--- src/hdl/twm_pkg.sv ---
// Shared types and codes for the two-wire master byte engine.
package twm_pkg;

	localparam int unsigned TickW = 10;
	localparam int unsigned ByteW = 8;
	localparam int unsigned BitCntW = 4;
	localparam logic [BitCntW-1:0] LastDataBits = 4'd8;

	localparam logic [1:0] ACT_TICK  = 2'd0;
	localparam logic [1:0] ACT_WRITE = 2'd1;
	localparam logic [1:0] ACT_READ  = 2'd2;

	typedef enum logic [10:0] {
		PH_IDLE = 11'b000_0000_0001,
		PH_ST1  = 11'b000_0000_0010,
		PH_ST2  = 11'b000_0000_0100,
		PH_ST3  = 11'b000_0000_1000,
		PH_DRV  = 11'b000_0001_0000,
		PH_DCLK = 11'b000_0010_0000,
		PH_REL  = 11'b000_0100_0000,
		PH_RCLK = 11'b000_1000_0000,
		PH_SP1  = 11'b001_0000_0000,
		PH_SP2  = 11'b010_0000_0000,
		PH_SP3  = 11'b100_0000_0000
	} phase_t;

	typedef struct packed {
		logic read;
		logic stop;
		logic ack;
		logic seen;
	} op_flags_t;

	typedef struct packed {
		logic [1:0]       action;
		logic [ByteW-1:0] data_byte;
		logic             send_start;
		logic             send_stop;
		logic             send_ack;
		logic             sda_in;
	} item_t;

	typedef struct packed {
		logic             scl_out;
		logic             sda_out;
		logic             sda_release;
		logic             busy_res;
		logic             done_res;
		logic             ack_seen;
		logic [ByteW-1:0] rx_byte;
	} result_t;

	typedef struct packed {
		phase_t phase;
		logic   sda;
		logic   rel;
	} bit_entry_t;

	// Phase and data line setting on entering a bit slot. Slots 0..7 carry the
	// byte, slot 8 is the acknowledge bit, driven or sampled the other way round.
	function automatic bit_entry_t enter_bit(input logic [BitCntW-1:0] bit_cnt,
		input logic rd, input logic ack, input logic [ByteW-1:0] shift);
		bit_entry_t e;
		if (bit_cnt < LastDataBits) begin
			if (rd) begin
				e = '{phase: PH_REL, sda: 1'b1, rel: 1'b1};
			end else begin
				e = '{phase: PH_DRV, sda: shift[ByteW-1], rel: 1'b0};
			end
		end else begin
			if (rd) begin
				e = '{phase: PH_DRV, sda: ~ack, rel: 1'b0};
			end else begin
				e = '{phase: PH_REL, sda: 1'b1, rel: 1'b1};
			end
		end
		return e;
	endfunction

endpackage

--- src/hdl/twm_core.sv ---
// Byte sequencer: line phases, bit counter, shifter and tick counter.
module twm_core import twm_pkg::*; (
	input  logic             clk,
	input  logic             arst_n,
	input  logic             step,
	input  item_t            item,
	input  logic [TickW-1:0] phase_ticks,
	output result_t          res
);

	phase_t             phase_q, n_phase;
	logic [BitCntW-1:0] bit_q, n_bit;
	logic [ByteW-1:0]   shift_q, n_shift;
	logic [TickW-1:0]   tick_q, n_tick;
	op_flags_t          flags_q, n_flags;
	logic               scl_q, sda_q, rel_q;
	logic               n_scl, n_sda, n_rel;
	logic               done;
	logic [TickW-1:0]   limit;
	logic [TickW-1:0]   tick_inc;
	bit_entry_t         ent;

	assign limit    = (phase_ticks == '0) ? TickW'(1) : phase_ticks;
	assign tick_inc = tick_q + TickW'(1);

	always_comb begin
		n_phase = phase_q;
		n_bit   = bit_q;
		n_shift = shift_q;
		n_tick  = tick_q;
		n_flags = flags_q;
		n_scl   = scl_q;
		n_sda   = sda_q;
		n_rel   = rel_q;
		done    = 1'b0;
		ent     = '{phase: PH_IDLE, sda: 1'b1, rel: 1'b0};
		unique case (item.action)
			ACT_WRITE, ACT_READ: begin
				if (phase_q == PH_IDLE) begin
					n_flags.read = (item.action == ACT_READ);
					n_flags.ack  = (item.action == ACT_READ) && item.send_ack;
					n_flags.stop = item.send_stop;
					n_flags.seen = 1'b0;
					n_shift = (item.action == ACT_READ) ? '0 : item.data_byte;
					n_tick  = '0;
					n_bit   = '0;
					if (item.send_start) begin
						n_scl   = 1'b1;
						n_sda   = 1'b1;
						n_rel   = 1'b0;
						n_phase = PH_ST1;
					end else begin
						ent = enter_bit('0, n_flags.read, n_flags.ack, n_shift);
						n_phase = ent.phase;
						n_sda   = ent.sda;
						n_rel   = ent.rel;
					end
				end
			end
			ACT_TICK: begin
				if (phase_q != PH_IDLE) begin
					if (tick_inc >= limit) begin
						n_tick = '0;
						unique case (phase_q)
							PH_ST1: begin
								n_sda   = 1'b0;
								n_rel   = 1'b0;
								n_phase = PH_ST2;
							end
							PH_ST2: begin
								n_scl   = 1'b0;
								n_phase = PH_ST3;
							end
							PH_ST3: begin
								n_bit   = '0;
								ent     = enter_bit('0, flags_q.read, flags_q.ack, shift_q);
								n_phase = ent.phase;
								n_sda   = ent.sda;
								n_rel   = ent.rel;
							end
							PH_DRV: begin
								n_scl   = 1'b1;
								n_phase = PH_DCLK;
							end
							PH_REL: begin
								n_scl   = 1'b1;
								n_phase = PH_RCLK;
							end
							PH_DCLK, PH_RCLK: begin
								n_scl = 1'b0;
								if (bit_q >= LastDataBits) begin
									if (phase_q == PH_RCLK) begin
										n_flags.seen = ~item.sda_in;
									end
									if (flags_q.stop) begin
										n_sda   = 1'b0;
										n_rel   = 1'b0;
										n_phase = PH_SP1;
									end else begin
										n_phase = PH_IDLE;
										done    = 1'b1;
									end
								end else begin
									n_shift = {shift_q[ByteW-2:0],
										(phase_q == PH_RCLK) & item.sda_in};
									n_bit   = bit_q + BitCntW'(1);
									ent     = enter_bit(n_bit, flags_q.read, flags_q.ack,
										n_shift);
									n_phase = ent.phase;
									n_sda   = ent.sda;
									n_rel   = ent.rel;
								end
							end
							PH_SP1: begin
								n_scl   = 1'b1;
								n_phase = PH_SP2;
							end
							PH_SP2: begin
								n_sda   = 1'b1;
								n_rel   = 1'b0;
								n_phase = PH_SP3;
							end
							PH_SP3: begin
								n_phase = PH_IDLE;
								done    = 1'b1;
							end
							default: begin
								n_phase = PH_IDLE;
							end
						endcase
					end else begin
						n_tick = tick_inc;
					end
				end
			end
			default: begin
			end
		endcase
	end

	always_comb begin
		res.scl_out     = n_scl;
		res.sda_out     = n_sda | n_rel;
		res.sda_release = n_rel;
		res.busy_res    = (n_phase != PH_IDLE);
		res.done_res    = done;
		res.ack_seen    = done & ~n_flags.read & n_flags.seen;
		res.rx_byte     = (done && n_flags.read) ? n_shift : '0;
	end

	always_ff @(posedge clk or negedge arst_n) begin
		if (!arst_n) begin
			phase_q <= PH_IDLE;
			bit_q   <= '0;
			shift_q <= '0;
			tick_q  <= '0;
			flags_q <= '0;
			scl_q   <= 1'b1;
			sda_q   <= 1'b1;
			rel_q   <= 1'b0;
		end else if (step) begin
			phase_q <= n_phase;
			bit_q   <= n_bit;
			shift_q <= n_shift;
			tick_q  <= n_tick;
			flags_q <= n_flags;
			scl_q   <= n_scl;
			sda_q   <= n_sda;
			rel_q   <= n_rel;
		end
	end

	// A finished byte always leaves the sequencer idle.
	a_done_idle: assert property (@(posedge clk) disable iff (!arst_n)
		(step && done) |=> (phase_q == PH_IDLE))
		else $error("byte finished but sequencer not idle");

	// The bit counter never runs past the acknowledge slot.
	a_bit_range: assert property (@(posedge clk) disable iff (!arst_n)
		bit_q <= LastDataBits)
		else $error("bit counter out of range");

	// A released data line always reads back as high.
	a_rel_high: assert property (@(posedge clk) disable iff (!arst_n)
		rel_q |-> sda_q)
		else $error("data line released but level low");

	// Idle ticks change nothing on the lines.
	a_idle_tick: assert property (@(posedge clk) disable iff (!arst_n)
		(step && phase_q == PH_IDLE && item.action == ACT_TICK)
		|=> ($stable(scl_q) && $stable(sda_q) && $stable(rel_q)))
		else $error("tick while idle moved a line");

endmodule

--- src/hdl/two_wire_master_byte_engine.sv ---
// Top level of the two-wire master byte engine: channels, input and result stages.
//
//  Channel   Handshake                 Payload
//  -------   ----------------------    ----------------------------------------------
//  input     in_valid / in_ready       action, data_byte, send_start, send_stop,
//                                      send_ack, sda_in
//  result    out_valid / out_ready     scl_out, sda_out, sda_release, busy_res,
//                                      done_res, ack_seen, rx_byte
//  config    cfg_valid / cfg_ready     cfg_data (phase length in ticks)
//
// Each request passes through the input stage and the result stage, and its result is
// offered from the result stage. One request is taken every cycle while the
// result side keeps up; the sequencer state is updated as a request leaves the input
// stage, so the next one sees it at once. Reset clears the sequencer to idle with
// both lines high and the phase length at one tick. A result side stall holds the
// result stage, and the input stage takes one more request before it stalls too.
module two_wire_master_byte_engine import twm_pkg::*; (
	input  logic             clk,
	input  logic             arst_n,
	input  logic             in_valid,
	output logic             in_ready,
	input  logic [1:0]       action,
	input  logic [ByteW-1:0] data_byte,
	input  logic             send_start,
	input  logic             send_stop,
	input  logic             send_ack,
	input  logic             sda_in,
	output logic             out_valid,
	input  logic             out_ready,
	output logic             scl_out,
	output logic             sda_out,
	output logic             sda_release,
	output logic             busy_res,
	output logic             done_res,
	output logic             ack_seen,
	output logic [ByteW-1:0] rx_byte,
	input  logic             cfg_valid,
	output logic             cfg_ready,
	input  logic [TickW-1:0] cfg_data
);

	logic             valid_s1;
	item_t            item_s1;
	logic             valid_s2;
	result_t          res_s2;
	result_t          res;
	logic [TickW-1:0] phase_ticks_q;
	logic             advance;

	// The result stage moves on when it is empty or being taken this cycle.
	assign advance   = !valid_s2 || out_ready;
	assign in_ready  = !valid_s1 || advance;
	assign cfg_ready = 1'b1;

	// The phase length register is always ready; the user is to write it only while no
	// request is in flight, which the block itself does not enforce.
	always_ff @(posedge clk or negedge arst_n) begin
		if (!arst_n) begin
			phase_ticks_q <= TickW'(1);
		end else if (cfg_valid) begin
			phase_ticks_q <= cfg_data;
		end
	end

	always_ff @(posedge clk or negedge arst_n) begin
		if (!arst_n) begin
			valid_s1 <= 1'b0;
			valid_s2 <= 1'b0;
		end else begin
			if (in_valid && in_ready) begin
				valid_s1 <= 1'b1;
			end else if (advance) begin
				valid_s1 <= 1'b0;
			end
			if (advance) begin
				valid_s2 <= valid_s1;
			end
		end
	end

	// Payload registers carry no reset.
	always_ff @(posedge clk) begin
		if (in_valid && in_ready) begin
			item_s1 <= '{action: action, data_byte: data_byte, send_start: send_start,
				send_stop: send_stop, send_ack: send_ack, sda_in: sda_in};
		end
		if (advance && valid_s1) begin
			res_s2 <= res;
		end
	end

	// The sequencer steps exactly once per request, as it moves into the
	// result stage.
	twm_core u_core (
		.clk         (clk),
		.arst_n      (arst_n),
		.step        (advance && valid_s1),
		.item        (item_s1),
		.phase_ticks (phase_ticks_q),
		.res         (res)
	);

	assign out_valid   = valid_s2;
	assign scl_out     = res_s2.scl_out;
	assign sda_out     = res_s2.sda_out;
	assign sda_release = res_s2.sda_release;
	assign busy_res    = res_s2.busy_res;
	assign done_res    = res_s2.done_res;
	assign ack_seen    = res_s2.ack_seen;
	assign rx_byte     = res_s2.rx_byte;

endmodule

--- config.mk ---
export PLATFORM = sky130hd
export DESIGN_NAME = two_wire_master_byte_engine
export DESIGN_NICKNAME = d
export VERILOG_FILES = /design/src/hdl/twm_pkg.sv /design/src/hdl/twm_core.sv /design/src/hdl/two_wire_master_byte_engine.sv
export SDC_FILE = /design/constraint.sdc
export NUM_CORES = 1
export LEC_CHECK = 0
export BUFFER_PORTS_ARGS = -buffer_cell sky130_fd_sc_hd__buf_4
export CAP_MARGIN = 10
export CORE_ASPECT_RATIO = 1.2
export CORE_UTILIZATION = 35
export CTS_BUF_LIST = sky130_fd_sc_hd__clkbuf_16
export DETAILED_ROUTE_END_ITERATION = 7
export PLACE_DENSITY_LB_ADDON = 0.1
export SYNTH_ARGS = -nofsm -noshare
export SYNTH_HDL_FRONTEND = slang
export SYNTH_SLANG_ARGS = --single-unit
--- constraint.sdc ---
create_clock -name clk -period 8.1 [get_ports clk]
set_input_delay 0.405 -clock clk [delete_from_list [all_inputs] [get_ports clk]]
set_output_delay 0.405 -clock clk [all_outputs]
set_load 0.03 [all_outputs]
==> results of run 1 <==
==> Yosys cell counts, drive strengths merged (3+ instances only) <==
master / instances
nand2: 74
clkbuf: 16
and2: 4
o22ai: 3
and3: 8
dfrtp: 48
buf: 15
nor2b: 6
a31oi: 6
a22o: 3
xor2: 4
or4: 4
inv: 20
nand3b: 10
xnor2: 7
nand2b: 7
o21ai: 51
a21oi: 27
o21a: 11
nor4: 5
o31ai: 6
a22oi: 9
a211oi: 4
o221ai: 9
mux2: 5
ha: 16
edfxtp: 28
dfstp: 4
nand4: 3
nor3: 9
nor2: 24
nand3: 23
or3: 3
==> registers in the layout (all words and copies together), names as in the netlist, 4 cells and up <==
name / cells
rx_byte: 8
u_core.flags_q: 4
u_core.phase_q: 11
phase_ticks_q: 10
u_core.tick_q: 10
u_core.shift_q: 8
item_s1: 14
u_core.bit_q: 4
==> path summary, 6_finish.rpt <==
path	start	endpoint	slack, ps	depth (start not counted)
max	u_core.tick_q[0]	rx_byte[6]	4120	14
min	arst_n	u_core.phase_q[2]	100	1
max reg2reg	u_core.tick_q[0]	rx_byte[6]	4120	14
min reg2reg	item_s1[2]	u_core.flags_q[2]	490	1
max in group asynchronous	arst_n	u_core.tick_q[0]	7540	1
min in group clk	data_byte[3]	item_s1[7]	230	1
==> worst max-delay path, cell delays in order (launching register included) <==
cell and delay (ps):
dfrtp_1 430, and3_1 200, nand3_1 160, nor2_1 230
nand3_1 120, xnor2_1 160, ha_1 330, nand4_1 150
or3b_1 400, o221ai_1 190, buf_4 240, nand2_1 240
a211oi_2 290, nor2b_1 500, o21a_1 210
==> metal layers <==
layer / share of wire [%] / vias up / global-route usage [%]
met5: 0 / - / 0
met4: 2.9 / 0 / 9.508
met3: 5.3 / 23 / 2.616
met2: 48 / 151 / 29.75
met1: 44 / 1848 / 23.15
li1: - / 1898 / -
==> power groups by stage <==
stage	combinational [W]	sequential [W]	clock (W)
finish	0.000322	0.000560	0.000418
global route	0.000358	0.000570	0.000445
CTS	0.000321	0.000557	0.000427
detailed placement	0.000320	0.000564	0
global placement	0.000320	0.000565	0
floorplan	0.000241	0.000548	0
==> area by class of cell <==
class | count | area share (%)
Sequential cell | 80 | 39.61
Clock inverter | 7 | 1.431
Inverter | 20 | 1.385
Multi-Input combinational cell | 372 | 43.17
Clock buffer | 9 | 4.155
Tap cell | 168 | 3.878
Timing Repair Buffer | 46 | 6.371
==> logic make-up after synthesis <==
family,after synthesis,share of synthesized area [%]
xor+xnor,11,2.043
fa+ha+maj,16,4.246
mux,7,1.619
other cells,1,0.07954
compound gates,149,20.89
simple gates,188,20.75
flops,80,45.54
buf+inv,51,4.830
==> per-stage QoR <==
step / hold WS [ps] / util, % / cell area, um^2 / instances / power, W
2_1_floorplan: 109.4 / - / 4715 / 503 / 0.0007893
3_3_place_gp: 463.9 / 38.83 / 5117 / 686 / 0.0008849
3_5_place_dp: 476.2 / 38.83 / 5117 / 686 / 0.0008841
4_1_cts: 139.3 / 41.12 / 5420 / 702 / 0.001305
5_1_grt: 180.7 / 41.12 / 5420 / 702 / 0.001373
6_report: 101.1 / 41.12 / 5420 / 702 / 0.001300
==> summary.txt, run 1 <==
Final setup viols: 0
Clk pin slew, worst setup/hold paths: 60 ps
Slew Viols, Final: 0
Place WS: 4144 ps
Max Fclk: 251.4 MHz
Final Hold Fails: 0
GRT Total Usage: 18.15%
Largest net degree at the start of global routing: 53
Synthesized area: 0.004715 mm^2
Nets: 574
Clock Tree Buf Depth: 2
Area Growth Syn to Fin: 14.97%
Die H: 129.1 um
Num rows: 46
DRC: 0
Initial drt markers: 227
Post-CTS setup buffers: 0
Via count of the first global-routing pass: 3672
Wire per inst: 17.04 um
CP required: 8320 ps
Pwr per Cell Area: 239.8 mW/mm^2
Warnings from Yosys: 0
Leak: 2.226 nW
Post-synth top area share: 25.48%
Mean area per synthesized cell: 9.373 um^2
#FFs+latches synth: 80
Sw frac: 33.72%
Initial antenna violation count: 0
Sw power: 0.0004383 W
Combinational share of power: 24.7%
Status: finished clean
Detailed-router iteration count before antenna repair: 7
Post-synth EDFFs: 28
CTS Root Cell: clkbuf_16
IO buf count: 44
Die Area: 0.01394 mm^2
Ant diodes: 0
Commonest non-fill, non-tap cell in the layout: nand2_1
Post-Syn Instances: 503
Final WS setup: 4122 ps
Crit path DAT: 4190 ps
Vias: 3920
Sequential share of power: 43.1%
RSZ-0062 raised after global routing: false
Largest cells by area after synthesis: dfrtp_1 (25%), edfxtp_1 (18%), nand2_1 (5.9%)
Core Area: 0.01318 mm^2
Asr flop ratio synth: 65.00%
TNS Setup: 0 ps
Final ANT Viol Nets: 0
Die X-Extent: 108.0 um
Clock H-tree levels: 3
Ports: 46
Worst min-delay path category: input pin to async pin
CP startpoint kind: flop
Max FO, Critical Path: 13
Clk_skew: 9.827 ps
Most frequent cells in the layout: nand2_1 (74), dfrtp_1 (48), buf_4 (46)
Post-layout min period: 3978 ps
First-pass GRT wire length: 19.29 mm
Post-Route WL: 11.96 mm
Post_cts resized: 0
Layout cell share with drive strength beyond 1: 16.48%
Starting Density: 35.77%
Area leader, netlist: dfrtp_1
Register area: 0.002147 mm^2
Hpwl dp: 8.655 mm
Slew margin rel.: 46.92%
Peak VDD IR: 0.07883 mV
Clk pwr share: 32.2%
Fillers: 1308
Area of the multi-input gates: 0.002340 mm^2
Final worst path period share: 49.11%
Internal cell power: 0.0008617 W
GPL Wtd Cong: 0.8615
Crit path kind: flop to flop
# clock sinks: 80
Post-synthesis sequential area ratio: 45.54%
DR vias/cell: 5.584
Distinct cells, synth: 74
Max_cap viols: 0
CTS Buf Count: 9
Top FF cell, synth: dfrtp_1
CTS tree: done
Synthesized Nets: 548
Total grt overflow: 0
Slew @ Worst Pin: 794.3 ps
Crit end category: flop
Worst-skew pair later-pin latency: 350 ps
Hold buffers post-CTS: 0
No activity file was read; power rests on OpenSTA's default activity.
==> inputs of run 2 (changes only) <==
==> constraint.sdc (replaced) <==
create_clock -name clk -period 3.7 [get_ports clk]
set_input_delay 0.185 -clock clk [delete_from_list [all_inputs] [get_ports clk]]
set_output_delay 0.185 -clock clk [all_outputs]
set_load 0.03 [all_outputs]
==> run 2 against run 1 <==
  * Clock power is 130% higher
  * Hold slack got worse by 86 ps
  * Sequential cell count is the same
  * Highest routed layer unchanged
==> summary.txt, run 2 (same netlist as run 1, synthesis figures left out) <==
Wire per inst: 17.61 um
Initial drt markers: 262
Worst-skew pair later-pin latency: 350 ps
Area Growth Syn to Fin: 20.12%
Final setup viols: 0
GRT Total Usage: 19.19%
Power Total: 0.002918 W
Final ANT Viol Nets: 0
DR vias/cell: 5.588
Crit path DAT: 3590 ps
# clock sinks: 80
Crit path top cell by count: nand2_1
Clock Tree Buf Depth: 2
Via count of the first global-routing pass: 3814
Crit path kind: flop to flop
CP cell instances: ha_2 -> nand3_1 -> inv_1 -> nand2_1 -> nand2_1 -> ha_1 -> and3_1 -> a221oi_1 -> o221ai_4 -> buf_2 -> a21oi_1 -> o21ai_0 -> a2111oi_2 -> nand4_1
Hpwl dp: 9.134 mm
CTS Root Cell: clkbuf_16
Die H: 129.1 um
Clock H-tree levels: 3
Num rows: 46
Leading registers by flop count: item_s1: 14 flops, u_core.phase_q: 11 flops
Clk_skew: 11.18 ps
Largest net degree at the start of global routing: 53
Slew margin rel.: 46.18%
Final worst path period share: 94.92%
RSZ-0062 raised after global routing: false
Most frequent cells in the layout: nand2_1 (73), buf_4 (63), dfrtp_1 (48)
Peak VDD IR: 0.2207 mV
Vias: 4057
Die Area: 0.01394 mm^2
Max Fclk: 284.7 MHz
Core Area: 0.01318 mm^2
CTS Buf Count: 9
Worst min-delay path category: input pin to flop
Ports: 46
Slew @ Worst Pin: 805.4 ps
Pwr per Cell Area: 515.3 mW/mm^2
Placed Cells: 699
Clk pin slew, worst setup/hold paths: 70 ps
Status: finished clean
Post-layout min period: 3512 ps
Initial antenna violation count: 0
Slowest-stage cell, CP: a221oi_1
Largest Register: item_s1
Nets: 598
Layout cell share with drive strength beyond 1: 20.79%
Leak: 2.351 nW
CP required: 3770 ps
GPL Wtd Cong: 0.8563
CP max stage delay: 550 ps
Detailed-router iteration count before antenna repair: 5
Fillers: 1290
CP startpoint kind: flop
Cell Count, Final, Fillers Out: 726
Starting Density: 35.77%
Ant diodes: 0
Commonest non-fill, non-tap cell in the layout: nand2_1
DRC: 0
TNS Setup: 0 ps
Total grt overflow: 0
CTS tree: done
Max reg flops: 14
Final Core Density: 42.97%
Final Hold Fails: 0
Max_cap viols: 0
Slew Viols, Final: 0
Max FO, Critical Path: 6
Crit end category: flop
Post-Route WL: 12.79 mm
IO buf count: 44
First-pass GRT wire length: 20.31 mm
Die X-Extent: 108.0 um
run 2: changes by cell type in the layout (fill, tap and decap cells not counted), moves of 2 or more:
cell           change
nand3_2            +2
dlygate4sd3_1      +5
buf_4             +17
nor2_1             -2
nand3_1            -2
nor2_2             +2
run 2: area by class of cell:
type | count | area [um^2] | area share [%]
timing repair buffer | 70 | 539.3 | 9.523
clock inverter | 7 | 86.33 | 1.525
tap | 168 | 210.2 | 3.712
inverter | 20 | 75.07 | 1.326
multi-input combinational | 372 | 2380 | 42.02
clock buffer | 9 | 225.2 | 3.977
sequential | 80 | 2147 | 37.91
run 2: stage by stage:
step	worst slack, ps	hold WS (ps)	area, um^2
after detailed placement	113.9	296.1	5215
after global placement	191.7	290.5	5215
after floorplan	339.0	-110.6	4715
after CTS	65.27	1.400	5567
final	188.1	15.43	5663
after global routing	11.79	2.222	5663
run 2: what timing repair did:
action | in CTS | in global routing
resized for setup | 0 | 12
endpoints found under the setup margin | 0 | 24
setup buffers | 0 | 5
endpoints found under the hold margin | 51 | 1
hold buffers | 4 | 1
run 2: power by group:
| group | switching, W | internal (W) | leakage (nW) | total (W) |
|---|---|---|---|---|
| logic | 0.000427 | 0.000317 | 1.26 | 0.000744 |
| clock network | 0.000407 | 0.000538 | 0.150 | 0.000945 |
| registers | 0.000163 | 0.00107 | 0.940 | 0.00123 |
run 2: per-layer routing:
metal / share of wire, % / vias up / track usage, %
met4: 2.8 / 0 / 10.64
met5: 0 / - / 0
li1: - / 1943 / -
met1: 43 / 1926 / 24.72
met3: 5.8 / 30 / 2.616
met2: 48 / 158 / 31.02
run 2: path summary, 6_finish.rpt:
check | from | endpoint | slack, ps | cells past startpoint
worst max-delay path | u_core.tick_q[0] | busy_res | 190 | 14
worst min-delay path | data_byte[6] | item_s1[10] | 20 | 1
worst max register to register | u_core.tick_q[0] | busy_res | 190 | 14
worst min register to register | item_s1[2] | u_core.flags_q[2] | 490 | 1
max in group asynchronous | arst_n | u_core.flags_q[0] | 2780 | 2
min in group asynchronous | arst_n | u_core.phase_q[7] | 420 | 2
run 2: critical path: cells and delay by family, from the launching register on:
family                   cells  cell delay, ps
buffers and inverters        2             290
flip-flops                   1             410
AO/OA/AOI/OAI                5            1390
AND/OR/NAND/NOR              5             620
adder cells (fa/ha/maj)      2             530
